## src/rtl/qacd_pkg.sv

```systemverilog
package qacd_pkg;

    localparam int COUNT_WIDTH_DEF = 16;
    localparam int ACCEL_W         = 12;
    localparam int ACCEL_TOP       = 3072;
    localparam int ACCEL_RISE      = 80;
    localparam int ACCEL_DEC       = 2;
    localparam int ACCEL_SHIFT     = 6;
    localparam int STEP_W          = 7;
    localparam int EVENT_W         = 3;
    localparam int KEY_W           = 16;
    localparam int INTERVAL_W      = 8;
    localparam int ADDR_W          = 5;
    localparam int DATA_W          = 32;
    localparam int REG_IDX_W       = 3;

    localparam logic [1:0] OP_TICK      = 2'd0;
    localparam logic [1:0] OP_TAKE_ROT  = 2'd1;
    localparam logic [1:0] OP_TAKE_BTN  = 2'd2;

    localparam logic [EVENT_W-1:0] EV_OPEN     = 3'd0;
    localparam logic [EVENT_W-1:0] EV_CLICKED  = 3'd1;
    localparam logic [EVENT_W-1:0] EV_DOUBLE   = 3'd2;
    localparam logic [EVENT_W-1:0] EV_HELD     = 3'd3;
    localparam logic [EVENT_W-1:0] EV_LONG     = 3'd4;
    localparam logic [EVENT_W-1:0] EV_RELEASED = 3'd5;

    localparam logic [REG_IDX_W-1:0] REG_HALF_STEP    = 3'd0;
    localparam logic [REG_IDX_W-1:0] REG_FEATURES     = 3'd1;
    localparam logic [REG_IDX_W-1:0] REG_BTN_PRESENT  = 3'd2;
    localparam logic [REG_IDX_W-1:0] REG_CHECK_IVAL   = 3'd3;
    localparam logic [REG_IDX_W-1:0] REG_HOLD         = 3'd4;
    localparam logic [REG_IDX_W-1:0] REG_LONG_HOLD    = 3'd5;
    localparam logic [REG_IDX_W-1:0] REG_DOUBLE_CLICK = 3'd6;

    localparam int FEAT_ACCEL  = 0;
    localparam int FEAT_DOUBLE = 1;
    localparam int FEAT_HELD   = 2;

    typedef struct packed {
        logic [1:0] opcode;
        logic       pin_a;
        logic       pin_b;
        logic       button_level;
    } t_in_item;

    typedef struct packed {
        logic signed [STEP_W-1:0]  rotation_steps;
        logic        [EVENT_W-1:0] button_event;
    } t_out_item;

    typedef struct packed {
        logic                  half_step;
        logic [2:0]            feature_enables;
        logic                  button_present;
        logic [INTERVAL_W-1:0] check_interval;
        logic [KEY_W-1:0]      hold_checks;
        logic [KEY_W-1:0]      long_hold_checks;
        logic [KEY_W-1:0]      double_click_checks;
    } t_cfg;

    localparam t_cfg CFG_RESET = '{
        half_step:           1'b0,
        feature_enables:     3'd7,
        button_present:      1'b1,
        check_interval:      8'd10,
        hold_checks:         16'd100,
        long_hold_checks:    16'd300,
        double_click_checks: 16'd50
    };

endpackage

```

## src/rtl/quadrature_accel_and_click_detector.sv

```systemverilog
// Quadrature encoder with rotation acceleration and a click / double click /
// held / long held / released button detector. Every input transaction (tick,
// take rotation or take button event) yields exactly one result transaction.
// A transaction can be accepted in every cycle unless the receiver holds back
// results; it is captured in the input register, and its result is computed
// in the single logic stage that updates all state and is then captured in
// the output register. A result held back by the receiver stops input only
// once the input register is full as well.
// Configuration registers sit on the APB port at byte addresses 4*i and should
// be written only while no transaction is in flight.
module quadrature_accel_and_click_detector #(
    parameter int COUNT_WIDTH = qacd_pkg::COUNT_WIDTH_DEF
) (
    input  logic                          i_clk,
    input  logic                          i_rst_n,
    input  logic                          i_in_valid,
    output logic                          o_in_ready,
    input  qacd_pkg::t_in_item            i_in_item,
    output logic                          o_out_valid,
    input  logic                          i_out_ready,
    output qacd_pkg::t_out_item           o_out_item,
    input  logic                          psel,
    input  logic                          penable,
    input  logic                          pwrite,
    input  logic [qacd_pkg::ADDR_W-1:0]   paddr,
    input  logic [qacd_pkg::DATA_W-1:0]   pwdata,
    output logic [qacd_pkg::DATA_W-1:0]   prdata,
    output logic                          pready
);

    qacd_pkg::t_cfg      cfg;
    qacd_pkg::t_in_item  r_in;
    logic                r_in_valid;
    qacd_pkg::t_out_item r_out, n_out;
    logic                r_out_valid;

    logic                                   advance;
    logic                                   do_tick;
    logic                                   do_rot;
    logic                                   do_btn;
    logic signed [qacd_pkg::STEP_W-1:0]     steps;
    logic                                   notch;
    logic [qacd_pkg::EVENT_W-1:0]           event_code;

    assign advance    = r_in_valid && (!r_out_valid || i_out_ready);
    assign o_in_ready = !r_in_valid || advance;
    assign do_tick    = advance && (r_in.opcode == qacd_pkg::OP_TICK);
    assign do_rot     = advance && (r_in.opcode == qacd_pkg::OP_TAKE_ROT);
    assign do_btn     = advance && (r_in.opcode == qacd_pkg::OP_TAKE_BTN);

    qacd_regs u_regs (
        .i_clk   (i_clk),
        .i_rst_n (i_rst_n),
        .psel    (psel),
        .penable (penable),
        .pwrite  (pwrite),
        .paddr   (paddr),
        .pwdata  (pwdata),
        .prdata  (prdata),
        .pready  (pready),
        .o_cfg   (cfg)
    );

    qacd_enc #(
        .COUNT_WIDTH (COUNT_WIDTH)
    ) u_enc (
        .i_clk   (i_clk),
        .i_rst_n (i_rst_n),
        .i_tick  (do_tick),
        .i_take  (do_rot),
        .i_pin_a (r_in.pin_a),
        .i_pin_b (r_in.pin_b),
        .i_cfg   (cfg),
        .o_steps (steps),
        .o_notch (notch)
    );

    qacd_btn u_btn (
        .i_clk          (i_clk),
        .i_rst_n        (i_rst_n),
        .i_tick         (do_tick),
        .i_take         (do_btn),
        .i_clr_key      (do_rot && notch),
        .i_button_level (r_in.button_level),
        .i_cfg          (cfg),
        .o_event        (event_code)
    );

    always_comb begin
        n_out = '0;
        unique case (r_in.opcode)
            qacd_pkg::OP_TAKE_ROT: n_out.rotation_steps = steps;
            qacd_pkg::OP_TAKE_BTN: n_out.button_event   = event_code;
            default:               n_out = '0;
        endcase
    end

    always_ff @(posedge i_clk) begin
        if (!i_rst_n) begin
            r_in_valid  <= 1'b0;
            r_out_valid <= 1'b0;
        end else begin
            if (o_in_ready) r_in_valid <= i_in_valid;
            if (advance) begin
                r_out_valid <= 1'b1;
            end else if (i_out_ready) begin
                r_out_valid <= 1'b0;
            end
        end
    end

    always_ff @(posedge i_clk) begin
        if (o_in_ready && i_in_valid) r_in <= i_in_item;
        if (advance) r_out <= n_out;
    end

    assign o_out_valid = r_out_valid;
    assign o_out_item  = r_out;

endmodule

```

## src/rtl/qacd_regs.sv

```systemverilog
module qacd_regs (
    input  logic                          i_clk,
    input  logic                          i_rst_n,
    input  logic                          psel,
    input  logic                          penable,
    input  logic                          pwrite,
    input  logic [qacd_pkg::ADDR_W-1:0]   paddr,
    input  logic [qacd_pkg::DATA_W-1:0]   pwdata,
    output logic [qacd_pkg::DATA_W-1:0]   prdata,
    output logic                          pready,
    output qacd_pkg::t_cfg                o_cfg
);

    qacd_pkg::t_cfg                      r_cfg;
    qacd_pkg::t_cfg                      n_cfg;
    logic [qacd_pkg::REG_IDX_W-1:0]      idx;
    logic                                wr_en;

    assign idx    = paddr[qacd_pkg::ADDR_W-1:2];
    assign wr_en  = psel & penable & pwrite;
    assign pready = 1'b1;
    assign o_cfg  = r_cfg;

    always_comb begin
        n_cfg = r_cfg;
        if (wr_en) begin
            unique case (idx)
                qacd_pkg::REG_HALF_STEP:    n_cfg.half_step           = pwdata[0];
                qacd_pkg::REG_FEATURES:     n_cfg.feature_enables     = pwdata[2:0];
                qacd_pkg::REG_BTN_PRESENT:  n_cfg.button_present      = pwdata[0];
                qacd_pkg::REG_CHECK_IVAL:   n_cfg.check_interval      = pwdata[7:0];
                qacd_pkg::REG_HOLD:         n_cfg.hold_checks         = pwdata[15:0];
                qacd_pkg::REG_LONG_HOLD:    n_cfg.long_hold_checks    = pwdata[15:0];
                qacd_pkg::REG_DOUBLE_CLICK: n_cfg.double_click_checks = pwdata[15:0];
                default:                    n_cfg = r_cfg;
            endcase
        end
    end

    always_ff @(posedge i_clk) begin
        if (!i_rst_n) begin
            r_cfg <= qacd_pkg::CFG_RESET;
        end else begin
            r_cfg <= n_cfg;
        end
    end

    always_comb begin
        unique case (idx)
            qacd_pkg::REG_HALF_STEP:    prdata = 32'(r_cfg.half_step);
            qacd_pkg::REG_FEATURES:     prdata = 32'(r_cfg.feature_enables);
            qacd_pkg::REG_BTN_PRESENT:  prdata = 32'(r_cfg.button_present);
            qacd_pkg::REG_CHECK_IVAL:   prdata = 32'(r_cfg.check_interval);
            qacd_pkg::REG_HOLD:         prdata = 32'(r_cfg.hold_checks);
            qacd_pkg::REG_LONG_HOLD:    prdata = 32'(r_cfg.long_hold_checks);
            qacd_pkg::REG_DOUBLE_CLICK: prdata = 32'(r_cfg.double_click_checks);
            default:                    prdata = '0;
        endcase
    end

endmodule

```

## src/rtl/qacd_enc.sv

```systemverilog
module qacd_enc #(
    parameter int COUNT_WIDTH = qacd_pkg::COUNT_WIDTH_DEF
) (
    input  logic                                  i_clk,
    input  logic                                  i_rst_n,
    input  logic                                  i_tick,
    input  logic                                  i_take,
    input  logic                                  i_pin_a,
    input  logic                                  i_pin_b,
    input  qacd_pkg::t_cfg                        i_cfg,
    output logic signed [qacd_pkg::STEP_W-1:0]    o_steps,
    output logic                                  o_notch
);

    localparam int AW = qacd_pkg::ACCEL_W;
    localparam int SW = qacd_pkg::STEP_W;
    localparam logic signed [COUNT_WIDTH-1:0] CNT_MAX = {1'b0, {(COUNT_WIDTH-1){1'b1}}};
    localparam logic signed [COUNT_WIDTH-1:0] CNT_MIN = {1'b1, {(COUNT_WIDTH-1){1'b0}}};

    logic [1:0]                    r_phase, n_phase;
    logic signed [COUNT_WIDTH-1:0] r_count, n_count;
    logic [AW-1:0]                 r_accel, n_accel;

    logic [1:0]    curr;
    logic [1:0]    diff;
    logic [AW-1:0] accel_dec;
    logic [AW-1:0] inc;
    logic [SW-1:0] mag;

    assign curr[1]   = ~i_pin_a;
    assign curr[0]   = i_pin_a ^ i_pin_b;
    assign diff      = r_phase - curr;
    assign accel_dec = (r_accel < AW'(qacd_pkg::ACCEL_DEC)) ? '0
                       : r_accel - AW'(qacd_pkg::ACCEL_DEC);
    assign inc       = i_cfg.half_step ? AW'(qacd_pkg::ACCEL_RISE / 2)
                                       : AW'(qacd_pkg::ACCEL_RISE);

    // whole notches present: quotient of floor division is nonzero
    assign o_notch = i_cfg.half_step ? (|r_count[COUNT_WIDTH-1:1])
                                     : (|r_count[COUNT_WIDTH-1:2]);

    assign mag = SW'(1) + (i_cfg.feature_enables[qacd_pkg::FEAT_ACCEL]
                 ? SW'(r_accel[AW-1:qacd_pkg::ACCEL_SHIFT]) : SW'(0));

    always_comb begin
        if (!o_notch) begin
            o_steps = '0;
        end else if (r_count[COUNT_WIDTH-1]) begin
            o_steps = -$signed(mag);
        end else begin
            o_steps = $signed(mag);
        end
    end

    always_comb begin
        n_phase = r_phase;
        n_count = r_count;
        n_accel = r_accel;
        if (i_tick) begin
            n_accel = accel_dec;
            if (diff[0]) begin
                n_phase = curr;
                if (diff[1]) begin
                    if (r_count != CNT_MAX) n_count = r_count + 1'b1;
                end else begin
                    if (r_count != CNT_MIN) n_count = r_count - 1'b1;
                end
                if (accel_dec <= AW'(qacd_pkg::ACCEL_TOP) - inc) begin
                    n_accel = accel_dec + inc;
                end
            end
        end else if (i_take) begin
            if (i_cfg.half_step) begin
                n_count = {{(COUNT_WIDTH-1){1'b0}}, r_count[0]};
            end else begin
                n_count = {{(COUNT_WIDTH-2){1'b0}}, r_count[1:0]};
            end
        end
    end

    always_ff @(posedge i_clk) begin
        if (!i_rst_n) begin
            r_phase <= '0;
            r_count <= '0;
            r_accel <= '0;
        end else begin
            r_phase <= n_phase;
            r_count <= n_count;
            r_accel <= n_accel;
        end
    end

endmodule

```

## src/rtl/qacd_btn.sv

```systemverilog
module qacd_btn (
    input  logic                               i_clk,
    input  logic                               i_rst_n,
    input  logic                               i_tick,
    input  logic                               i_take,
    input  logic                               i_clr_key,
    input  logic                               i_button_level,
    input  qacd_pkg::t_cfg                     i_cfg,
    output logic [qacd_pkg::EVENT_W-1:0]       o_event
);

    localparam int KW = qacd_pkg::KEY_W;
    localparam int IW = qacd_pkg::INTERVAL_W;

    logic [KW-1:0]                 r_key, n_key;
    logic [KW-1:0]                 r_dbl, n_dbl;
    logic [qacd_pkg::EVENT_W-1:0]  r_ev,  n_ev;
    logic [IW-1:0]                 r_ival, n_ival;

    logic [IW-1:0] ival_inc;
    logic [KW-1:0] key_inc;
    logic          held_en;
    logic          ev_held;

    assign ival_inc = (&r_ival) ? r_ival : r_ival + 1'b1;
    assign key_inc  = (&r_key) ? r_key : r_key + 1'b1;
    assign held_en  = i_cfg.feature_enables[qacd_pkg::FEAT_HELD];
    assign ev_held  = (r_ev == qacd_pkg::EV_HELD) || (r_ev == qacd_pkg::EV_LONG);
    assign o_event  = r_ev;

    always_comb begin
        n_key  = r_key;
        n_dbl  = r_dbl;
        n_ev   = r_ev;
        n_ival = r_ival;
        if (i_tick) begin
            n_ival = ival_inc;
            if (i_cfg.button_present && (ival_inc >= i_cfg.check_interval)) begin
                n_ival = '0;
                if (!i_button_level) begin
                    n_key = key_inc;
                    if (held_en) begin
                        priority if (key_inc > i_cfg.long_hold_checks) begin
                            n_ev = qacd_pkg::EV_LONG;
                        end else if (key_inc > i_cfg.hold_checks) begin
                            n_ev = qacd_pkg::EV_HELD;
                        end
                    end
                end else begin
                    n_key = '0;
                    if (r_key > KW'(1)) begin
                        priority if (ev_held) begin
                            n_ev  = qacd_pkg::EV_RELEASED;
                            n_dbl = '0;
                        end else if (r_dbl > KW'(1)) begin
                            if (r_dbl < i_cfg.double_click_checks) begin
                                n_ev  = qacd_pkg::EV_DOUBLE;
                                n_dbl = '0;
                            end
                        end else begin
                            n_dbl = i_cfg.feature_enables[qacd_pkg::FEAT_DOUBLE]
                                    ? i_cfg.double_click_checks : KW'(1);
                        end
                    end
                end
                // click window runs out
                if (n_dbl != '0) begin
                    if (n_dbl == KW'(1)) n_ev = qacd_pkg::EV_CLICKED;
                    n_dbl = n_dbl - 1'b1;
                end
            end
        end else if (i_take) begin
            if (!ev_held) n_ev = qacd_pkg::EV_OPEN;
        end else if (i_clr_key) begin
            n_key = '0;
        end
    end

    always_ff @(posedge i_clk) begin
        if (!i_rst_n) begin
            r_key  <= '0;
            r_dbl  <= '0;
            r_ev   <= qacd_pkg::EV_OPEN;
            r_ival <= '0;
        end else begin
            r_key  <= n_key;
            r_dbl  <= n_dbl;
            r_ev   <= n_ev;
            r_ival <= n_ival;
        end
    end

endmodule

```

## config.mk

```make
export PLATFORM = sky130hd
export DESIGN_NAME = quadrature_accel_and_click_detector
export DESIGN_NICKNAME = d
export VERILOG_FILES = /design/src/rtl/qacd_pkg.sv /design/src/rtl/quadrature_accel_and_click_detector.sv /design/src/rtl/qacd_regs.sv /design/src/rtl/qacd_enc.sv /design/src/rtl/qacd_btn.sv
export SDC_FILE = /design/constraint.sdc
export NUM_CORES = 1
export LEC_CHECK = 0
export ABC_AREA = 1
export BUFFER_PORTS_ARGS = -buffer_cell sky130_fd_sc_hd__buf_2
export CAP_MARGIN = 20
export CELL_PAD_IN_SITES_DETAIL_PLACEMENT = 2
export CELL_PAD_IN_SITES_GLOBAL_PLACEMENT = 2
export CORE_MARGIN = 1.5
export CORE_UTILIZATION = 31
export DETAILED_ROUTE_END_ITERATION = 8
export GPL_TIMING_DRIVEN = 0
export PLACE_DENSITY_LB_ADDON = 0.1
export SKIP_CTS_REPAIR_TIMING = 1
export SLEW_MARGIN = 20
export SYNTH_ARGS = -nofsm -noshare
export SYNTH_HDL_FRONTEND = slang
export SYNTH_SLANG_ARGS = --single-unit
export TNS_END_PERCENT = 1
```

## constraint.sdc

```tcl
create_clock -name i_clk -period 3.4 [get_ports i_clk]
set_clock_uncertainty 0.15 [all_clocks]
set_input_delay 0.17 -clock i_clk [delete_from_list [all_inputs] [get_ports i_clk]]
set_output_delay 0.17 -clock i_clk [all_outputs]
set_load 0.02 [all_outputs]
```

### Word level (Yosys, flattened, before mapping)

Index checks and enable logic that the tools add are counted.

| storage, ports and cells | value |
|---|---|
| word-level logic and storage cells | 155 |
| output and inout port bits | 45 |
| bits of input ports | 49 |
| bits in registers | 151 |

| operators by class | value |
|---|---|
| eq/ne operators | 20 |
| order comparisons | 8 |
| $add $sub $neg | 11 |
| reduce and logical (&&, ||, !) cells | 40 |
| multiplexer cells | 48 |
| bitwise gates (word level) | 4 |

Operators with widths:

| cell | count |
|---|---|
| 16-bit two-way mux | 21 |
| 16-bit one-hot mux with 7 select lines | 1 |
| 3-bit two-way mux | 14 |
| 12-bit two-way mux | 3 |
| 16-bit by 1-bit adder with 16-bit output, second input constant | 2 |
| 16-bit by 1-bit > comparator with 1-bit output, second input constant | 2 |
| 16-bit > comparator | 2 |
| 16-bit != test, second input constant | 2 |
| 16-bit by 1-bit subtractor with 16-bit output, second input constant | 2 |
| 2-bit AND reduction | 10 |
| 16-bit by 1-bit == test with 1-bit output, second input constant | 1 |
| 16-bit < comparator | 1 |
| 8-bit two-way mux | 2 |
| 16-bit AND reduction | 1 |
| 16-bit nonzero test | 1 |
| 15-bit OR reduction | 1 |
| 7-bit two-way mux | 2 |
| 14-bit OR reduction | 1 |
| 12-bit adder | 1 |
| 3-bit == test, second input constant | 4 |
| 12-bit less-or-equal comparator | 1 |
| 12-bit by 2-bit < comparator with 1-bit output, second input constant | 1 |
| 2-bit nonzero test | 6 |
| 12-bit subtractor, first input constant | 1 |
| 29 further kinds | 48 |

### Longest topological paths before layout

Gate-level depths: netlist (run 1).

| depth | value |
|---|---|
| word-level depth | 13 |
| gate-level depth with buffers | 25 |
| mapped depth without buffers | 25 |

### Hierarchy

Synthesis (run 1) repeated with hierarchy kept, for this count alone.

| second synthesis, totals | value |
|---|---|
| cells, all modules | 1,801 |
| area total of the unflattened synthesis | 11,568.6 um^2 |

Modules (own cells, without submodules):

| module | cells an instance | instances | sequential area each (um^2) | area each (um^2) |
|---|---|---|---|---|
| qacd_btn | 823 | 1 | 860.8 | 4,953.5 |
| qacd_regs | 469 | 1 | 1,221.2 | 3,095.5 |
| qacd_enc | 449 | 1 | 600.6 | 2,841.5 |
| quadrature_accel_and_click_detector | 60 | 1 | 490.5 | 678.2 |

### Worst setup path before layout (run 1)

OpenSTA, ideal clock, no wires.

| timing path | value |
|---|---|
| kind | reg2reg |
| start | register u_btn.r_ival[0] |
| end | register u_btn.r_key[1] |
| stages on the path, launching flop included | 17 |
| path slack | 0.137 ns |
| buffers on the path | 1 |
| data required time | 3.164 ns |
| library setup time | 0.086 ns |
| period minus slack after synthesis | 3.263 ns |
| data arrival time | 3.027 ns |
| cells stage by stage | dfxtp_1 -> ha_1 -> nand2_1 -> nor3_1 -> nand3_1 -> mux2_2 -> ha_1 -> a21oi_1 -> o21ai_0 -> nand2_1 -> o2111ai_1 -> nand2_1 -> nor2_1 -> a21oi_1 -> buf_2 -> a21oi_1 -> a211oi_1 |

| between the ends | value |
|---|---|
| cells in the longest elaborated chain, start to end | 6 |
| elaborated cells between the ends (all ways) | 7 |
| those cells by class | add/sub: 1; order compare: 1; eq/ne: 1; mux: 1; reduce/logical: 3 |

Ends and longest elaborated chain:

| element | RTL line | text |
|---|---|---|
| start, declared | qacd_btn.sv:18 | `logic [IW-1:0] r_ival, n_ival;` |
| start signal, assigned | qacd_btn.sv:89 | `r_ival <= n_ival;` |
| 8-bit by 1-bit adder with 8-bit output / 8-bit AND reduction (equally long branches) | qacd_btn.sv:25 | `assign ival_inc = (&r_ival) ? r_ival : r_ival + 1'b1;` |
| 8-bit two-way mux * | qacd_btn.sv:25 |  |
| 8-bit greater-or-equal comparator * | qacd_btn.sv:38 | `if (i_cfg.button_present && (ival_inc >= i_cfg.check_interval)) begin` |
| 1-bit logical AND * | qacd_btn.sv:38 |  |
| 2-bit by 1-bit != test with 1-bit output (no line) * | -- |  |
| 3-bit AND reduction (no line) * | -- |  |
| end signal, assigned | qacd_btn.sv:86 | `r_key <= n_key;` |
| end, declared | qacd_btn.sv:15 | `logic [KW-1:0] r_key, n_key;` |

Every way passes the cells marked *; elsewhere a longest branch is shown, timed or not.
A chain may end at the register's enable or synchronous reset.

### Worst setup path after layout (run 1)

| timing path | value |
|---|---|
| start | register u_btn.r_key[9] |
| end | register u_btn.r_ev (netlist bit u_btn.o_event[0]) |

| between the ends | value |
|---|---|
| cells in the longest elaborated chain, start to end | 11 |
| elaborated cells between the ends (all ways) | 21 |
| those cells by class | add/sub: 1; order compare: 3; eq/ne: 1; mux: 14; reduce/logical: 2 |

Ends and longest elaborated chain:

| element | RTL line | text |
|---|---|---|
| 16-bit by 1-bit adder with 16-bit output / 16-bit AND reduction (equally long branches) | qacd_btn.sv:26 | `assign key_inc = (&r_key) ? r_key : r_key + 1'b1;` |
| 16-bit two-way mux | qacd_btn.sv:26 |  |
| 16-bit > comparator | qacd_btn.sv:45 | `end else if (key_inc > i_cfg.hold_checks) begin` |
| 3-bit two-way mux | qacd_btn.sv:45 |  |
| 3-bit two-way mux | qacd_btn.sv:43 | `priority if (key_inc > i_cfg.long_hold_checks) begin` |
| 3-bit two-way mux | qacd_btn.sv:42 | `if (held_en) begin` |
| 3-bit two-way mux | qacd_btn.sv:40 | `if (!i_button_level) begin` |
| 3-bit two-way mux | qacd_btn.sv:68 | `if (n_dbl == KW'(1)) n_ev = qacd_pkg::EV_CLICKED;` |
| 3-bit two-way mux * | qacd_btn.sv:67 | `if (n_dbl != '0) begin` |
| 3-bit two-way mux * | qacd_btn.sv:38 |  |
| 3-bit two-way mux * | qacd_btn.sv:36 | `if (i_tick) begin` |
| end signal, assigned | qacd_btn.sv:83 | `r_ev <= qacd_pkg::EV_OPEN;` |
| end signal, assigned | qacd_btn.sv:88 | `r_ev <= n_ev;` |
| end, declared | qacd_btn.sv:17 | `logic [qacd_pkg::EVENT_W-1:0] r_ev, n_ev;` |

Every way passes the cells marked *; elsewhere a longest branch is shown, timed or not. The select of a mux whose other input is x is not followed.

==> out/results.tsv, run 1 <==
stage	metric	value	unit
run_status	status	finished, violations left	
run_status	violations	setup timing	
placed_design	place_hpwl	33.4	mm
layout	layout_common_cells	289 x nand2_1, 181 x a21oi_1, 175 x inv_1	
layout	syn2layout_area_growth	23.5	%
clock_network	clk_latency	0.46	ns
layout	final_util	39.0	%
floorplanning	die_w	188	um
critical_path	cp.required	3.57	ns
logic_synthesis	synth_warnings	0	
power	p_comb_share	22.2	%
logic_synthesis	syn_area	10600	um^2
routing	routed_wl	44.1	mm
routing	firstDrtPassIters	4	
routing	drc	0	
timing	tns	-0.586	ns
layout	drive_gt1_share	17.7	%
layout	fin_area	13100	um^2
logic_synthesis	synthDistinctLibCells	59	
critical_path	rr_worst_depth	23	
timing	fin_crit_sh	107	%
logic_synthesis	syn-instance-count	1558	
power	power	4.81	mW
timing	rsz0062_at_grt	true	
hold_path	min_from	paddr[4]	
critical_path	regToRegEndpoint	u_btn.o_event[0]$_SDFFE_PN0P_	
logic_synthesis	synth-simple-area-share	24.5	%
power	peakVddDrop	377	uV
global_route	antenna_found_initial	0	
power	switching_share	34.3	%
hold_path	hold_class	input pin to flip-flop	
critical_path	rrSetupSlack	-0.24	ns
floorplanning	rows	67	
timing	worst_slew_pin_slew	0.962	ns
power	powerDensity	366	nW/um^2
timing	setup_ws	-0.238	ns
layout	nets	1841	
floorplanning	start_util	31.6	%
layout	mostFrequentLayoutCell	nand2_1	
floorplanning	die_area	35400	um^2
logic_synthesis	ys_top_cells_by_area	dfxtp_1 26%, nand2_1 11%, ha_1 9.9%	
timing	setup_viol	3	
critical_path	cp_max_fo	7	
logic_synthesis	synthArstFlopShare	0	%
global_route	track_usage	24.5	%
timing	min_period	3.64	ns
clock_network	clkTransAtPathRegs	0.07	ns
logic_synthesis	syn-mean-instance-area	6.83	um^2
power	p_leak	5.89	nW
clock_network	cts_tree	built	
floorplanning	die_y	188	um
placed_design	placed_area	11500	um^2
power	p_switching	1.65	mW
logic_synthesis	synth_compound_area_share	21.9	%
logic_synthesis	synth_edf_count	15	
layout	antenna_cells	0	
placed_design	place_congestion	0.832	
global_route	grt_pass1_vias	11958	
timing	clock.fmax	275	MHz
routing	routed_via_density	5.27	
logic_synthesis	ys_ff_latch	151	
timing	maxSlewHeadroom	35.5	%
global_route	grt_max_degree	18	
power	p_int	3.16	mW
routing	ant_nets	0	
timing	slew_violations	0	
global_route	grt_overflow	0	
clock_network	cts_buffer_depth	2	
critical_path	worstReg2RegStart	u_btn.r_key[9]$_SDFFE_PN0P_	
clock_network	numCtsBuffers	17	
critical_path	crit_path_start	u_btn.r_key[9]$_SDFFE_PN0P_	
logic_synthesis	synth_xor_area_share	2.46	%
job	drv_cap	0	
routing	drt_iter0_drc	382	
clock_network	htree_levels	4	
global_route	grt_pass1_wl	67.3	mm
logic_synthesis	synth_flop_cell	dfxtp_1	
critical_path	cp.arrival	3.81	ns
floorplanning	pin_count	94	
logic_synthesis	yosys.area.top_type	dfxtp_1	
logic_synthesis	synthAdderAreaFrac	10.3	%
logic_synthesis	synthMuxAreaShare	0.106	%
logic_synthesis	yosysTopAreaCellShare	25.6	%
timing	final_hold_viol_count	0	
critical_path	crit_type	flip-flop to flip-flop	
power	power_frac_clock	39.3	%
floorplanning	core	33700	um^2
critical_path	cp-endpoint	u_btn.o_event[0]$_SDFFE_PN0P_	
critical_path	end_kind	flip-flop	
routing	wl_per_cell	20.4	um
logic_synthesis	yosysSeqAreaShare	29.8	%
logic_synthesis	synth_top_family_by_area	simple AND/OR/NAND/NOR gates	
clock_network	cts.sinks	151	
placed_design	port_buffers	57	
clock_network	cts-root-buf	clkbuf_16	
routing	num_vias	11426	
power	seqPwrFrac	38.4	%
critical_path	startpoint_type	flip-flop	
kinds of logic after synthesis:
logic type | Yosys count
AOI/OAI and AO/OA | 415
other | 2
adders and majority gates | 86
DFF | 151
muxes | 1
and+or+nand+nor | 602
xor gates and xnor gates | 29
buffers and inverters | 272
cells in the mapped netlist (all sizes together), types with 3 or more instances:
library cell / instances
xnor2: 8
nand3: 81
o22ai: 8
dfxtp: 136
o211ai: 6
a21o: 3
a21oi: 191
nor2: 148
buf: 36
ha: 84
nand2: 310
inv: 205
o221ai: 8
nor3: 29
a31oi: 10
a221oi: 3
xor2: 21
a2bb2oi: 3
nand4: 21
or2: 5
edfxtp: 15
o2111ai: 6
clkbuf: 30
a211oi: 18
nor4: 5
o21ai: 142
nand3b: 3
a221o: 5
critical path, stage by stage, from the launching register on:
cell and delay [ns]:
dfxtp_1 0.40, inv_1 0.14, nor3_4 0.29, nand2_2 0.13, nor2_4 0.14, nand2_4 0.10, buf_4 0.17, inv_2 0.07
nor3_2 0.05, a21oi_2 0.26, ha_1 0.30, nand2_1 0.09, o21a_1 0.15, nor2_2 0.05, o21ai_2 0.22, o2111ai_4 0.22
nand2_2 0.13, nand2_1 0.05, nand2_1 0.07, nand2_1 0.05, nand2_1 0.07, nand2_1 0.06, nand2_2 0.08, a21oi_2 0.05
metrics by stage:
step / hold slack [ns] / worst slack [ns] / instances
2_1_floorplan: 0.119 / 0.137 / 1573
3_3_place_gp: 0.220 / -1.09 / 2078
3_5_place_dp: 0.212 / -1.13 / 2078
4_1_cts: -0.273 / -1.14 / 2110
5_1_grt: 0.0279 / -0.430 / 2167
6_report: 0.0104 / -0.238 / 2167
layout make-up:
type / instances / area, um^2
repair buffers: 114 / 792
clock buffers: 20 / 457
fillers: 4073 / 20600
clock inverters: 12 / 95.1
inverters: 206 / 777
multi-input cells: 1150 / 6870
well taps: 448 / 561
plain buffers: 66 / 407
flip-flops and latches: 151 / 3190
worst min path at each step:
| stage | endpoint | slack, ns | cells past startpoint |
|---|---|---|---|
| 6_report | u_regs.o_cfg[60]$_SDFFE_PN0P_ | 0.01 | 4 |
| 5_1_grt | u_regs.o_cfg[60]$_SDFFE_PN0P_ | 0.03 | 4 |
| 4_1_cts | r_in[4]$_DFFE_PP_ | -0.27 | 1 |
| 3_5_place_dp | r_in[4]$_DFFE_PP_ | 0.21 | 1 |
| 3_3_place_gp | r_in[4]$_DFFE_PP_ | 0.22 | 1 |
| 2_1_floorplan | r_in[0]$_DFFE_PP_ | 0.12 | 0 |
flip-flops by register name, summed over array words and instances, names as in the netlist:
name	flops
r_in_valid	1
u_enc.r_count	16
u_btn.r_key	16
u_enc.r_phase	2
u_btn.o_event	3
u_btn.r_ival	8
o_out_item	10
r_in	5
u_enc.r_accel	12
u_regs.o_cfg	61
u_btn.r_dbl	16
o_out_valid	1
layer usage:
metal,GRT usage [%],up-vias,wire [um]
li1,-,5512,-
met1,31.1,5751,20600
met2,43.6,121,21900
met3,3.00,42,800
met4,6.40,0,786
met5,0,-,0
power groups by stage:
stage / Clock, mW / Combinational [mW] / Sequential [mW]
2_1_floorplan: 0 / 0.676 / 1.89
3_3_place_gp: 0 / 0.954 / 1.89
3_5_place_dp: 0 / 0.985 / 1.89
4_1_cts: 1.94 / 0.995 / 1.85
5_1_grt: 2.01 / 1.19 / 1.85
6_report: 1.89 / 1.07 / 1.85
Power figures use the tool's default switching activity.
==> run 2: changes to the inputs <==
--- a/config.mk
+++ b/config.mk
@@ -10,7 +10,6 @@
 export CAP_MARGIN = 20
 export CELL_PAD_IN_SITES_DETAIL_PLACEMENT = 2
 export CELL_PAD_IN_SITES_GLOBAL_PLACEMENT = 2
-export CORE_MARGIN = 1.5
 export CORE_UTILIZATION = 31
 export DETAILED_ROUTE_END_ITERATION = 8
 export GPL_TIMING_DRIVEN = 0
==> out/results.tsv, run 2 (same netlist as run 1, synthesis figures left out) <==
stage	metric	value	unit	change
timing	final_hold_viol_count	0		unchanged
power	powerDensity	374	nW/um^2	+2.3%
layout	syn2layout_area_growth	23.2	%	
layout	mostFrequentLayoutCell	nand2_1		
global_route	grt_pass1_vias	11871		-0.73%
floorplanning	die_area	35100	um^2	-1.1%
routing	drt_iter0_drc	483		+26%
critical_path	cp.required	3.56	ns	about the same
layout	antenna_cells	0		unchanged
run_status	status	finished, violations left		
clock_network	cts.sinks	151		unchanged
routing	routed_via_density	5.28		about the same
floorplanning	die_y	187	um	-0.53%
global_route	antenna_found_initial	0		unchanged
placed_design	place_congestion	0.834		+0.23%
timing	holdWs	0.00828	ns	-0.00211 ns
power	switching_share	33.8	%	-0.44 points
power	p_switching	1.66	mW	+0.67%
floorplanning	core	33600	um^2	-0.25%
layout	fin_area	13100	um^2	-0.29%
timing	worst_slew_pin_slew	0.938	ns	-0.0231 ns
power	power_frac_clock	40.9	%	+1.6 points
global_route	grt_overflow	0		unchanged
timing	setup_viol	14		+11
critical_path	crit_family	simple AND/OR/NAND/NOR gates		
timing	slew_violations	0		unchanged
power	peakVddDrop	347	uV	-7.8%
global_route	track_usage	24.5	%	-0.035 points
critical_path	cp.arrival	3.81	ns	about the same
clock_network	cts_tree	built		
routing	ant_nets	0		unchanged
global_route	grt_max_degree	18		unchanged
critical_path	slowest_stage	dfxtp_2		
power	p_comb_share	21.4	%	-0.8 points
timing	fin_crit_sh	107	%	+0.35 points
timing	maxSlewHeadroom	37.1	%	+1.5 points
clock_network	htree_levels	4		unchanged
placed_design	placed_area	11500	um^2	unchanged
critical_path	startpoint_type	flip-flop		
job	drv_cap	0		unchanged
routing	firstDrtPassIters	5		+1
floorplanning	rows	67		unchanged
critical_path	cpMostUsedCell	nand2_1		
power	seqPwrFrac	37.7	%	-0.7 points
routing	num_vias	11391		-0.31%
timing	rsz0062_at_grt	true		
layout	layout_common_cells	291 x nand2_1, 180 x a21oi_1, 177 x inv_1		
clock_network	clkTransAtPathRegs	0.08	ns	about the same
timing	setup_ws	-0.250	ns	-0.0118 ns
critical_path	end_kind	flip-flop		
critical_path	max_stage_delay	0.38	ns	-0.02 ns
placed_design	port_buffers	57		unchanged
run_status	violations	setup timing		
routing	routed_wl	44.4	mm	+0.65%
clock_network	cts-root-buf	clkbuf_16		
layout	largest_reg_flops	61		unchanged
clock_network	clk_latency	0.45	ns	about the same
clock_network	numCtsBuffers	17		unchanged
layout	drive_gt1_share	17.2	%	-0.50 points
floorplanning	start_util	31.7	%	+0.079 points
critical_path	crit_buf_inv	2		-1
hold_path	hold_class	input pin to flip-flop		
placed_design	place_hpwl	33.3	mm	about the same
floorplanning	pin_count	94		unchanged
layout	nets	1833		-0.43%
critical_path	path_cells	nand2_2 > nor2_2 > inv_2 > nor3_4 > nand2_2 > nor2_4 > nand2_4 > inv_2 > nor3_2 > nand2_2 > xor2_4 > ha_1 > nand4_1 > nor2_1 > o21ai_2 > o2111ai_4 > nand2_1 > nand2_1 > nand2_1 > nand2_1 > nand2_1 > nand2_1 > nand2_1 > a21oi_2		
timing	clock.fmax	274	MHz	-0.32%
global_route	grt_pass1_wl	66.4	mm	-1.3%
critical_path	cp_max_fo	8		+1
floorplanning	die_w	187	um	-0.53%
critical_path	crit_type	flip-flop to flip-flop		
routing	drc	0		unchanged
timing	min_period	3.65	ns	+0.0118 ns
clock_network	cts_buffer_depth	2		unchanged
routing	wl_per_cell	20.6	um	+1.0%
power	p_int	3.25	mW	+2.7%
power	p_leak	5.86	nW	-0.45%
## run 2: power by group through the flow
stage	sequential [mW]	clock (mW)	combinational, mW
3_3_place_gp	1.89	0	0.946
2_1_floorplan	1.89	0	0.676
6_report	1.85	2.01	1.05
3_5_place_dp	1.89	0	0.977
5_1_grt	1.85	2.11	1.17
4_1_cts	1.85	2.05	0.984
## run 2: per-stage QoR
| step | worst slack [ns] | total power, mW | TNS, ns | std cells | util [%] |
|---|---|---|---|---|---|
| 6_report | -0.250 | 4.91 | -1.21 | 2159 | 39.0 |
| 5_1_grt | -0.483 | 5.13 | -6.91 | 2159 | 39.0 |
| 4_1_cts | -1.18 | 4.88 | -41.32 | 2110 | 36.1 |
| 3_5_place_dp | -1.14 | 2.87 | -39.26 | 2078 | 34.3 |
| 3_3_place_gp | -1.00 | 2.84 | -35.30 | 2078 | 34.3 |
| 2_1_floorplan | 0.137 | 2.56 | 0 | 1573 | - |
## run 2: final cells by class
type / instances / area, um^2
repair buffers: 106 / 741
well taps: 448 / 561
plain buffers: 66 / 407
fillers: 3998 / 20500
inverters: 206 / 779
clock buffers: 20 / 457
clock inverters: 12 / 130
multi-input cells: 1150 / 6850
flip-flops and latches: 151 / 3190
## run 2: path summary, 6_finish.rpt
path	startpoint	endpoint	slack, ns	cells past startpoint
worst max-delay path	u_btn.r_key[4]$_SDFFE_PN0P_	u_btn.o_event[0]$_SDFFE_PN0P_	-0.25	24
worst min-delay path	paddr[3]	u_regs.o_cfg[60]$_SDFFE_PN0P_	0.008	4
worst max register to register	u_btn.r_key[4]$_SDFFE_PN0P_	u_btn.o_event[0]$_SDFFE_PN0P_	-0.25	24
worst min register to register	u_enc.r_accel[0]$_SDFFE_PN0P_	u_enc.r_accel[0]$_SDFFE_PN0P_	0.29	2
## run 2: worst reg2reg max path, stage by stage (launching register included)
cell	delay, ns
dfxtp_2	0.38
nand2_2	0.07
nor2_2	0.11
inv_2	0.08
nor3_4	0.29
nand2_2	0.14
nor2_4	0.17
nand2_4	0.12
inv_2	0.12
nor3_2	0.06
nand2_2	0.11
xor2_4	0.24
ha_1	0.28
nand4_1	0.16
nor2_1	0.08
o21ai_2	0.23
o2111ai_4	0.18
nand2_1	0.12
nand2_1	0.06
nand2_1	0.06
nand2_1	0.05
nand2_1	0.05
nand2_1	0.05
nand2_1	0.09
a21oi_2	0.06
## run 2: per-layer routing
metal | up-vias | track usage, % | wire (um)
met3 | 57 | 3.13 | 1010
met5 | - | 0 | 0
met4 | 0 | 8.10 | 1150
met1 | 5676 | 31.7 | 20800
li1 | 5502 | - | -
met2 | 156 | 41.8 | 21400
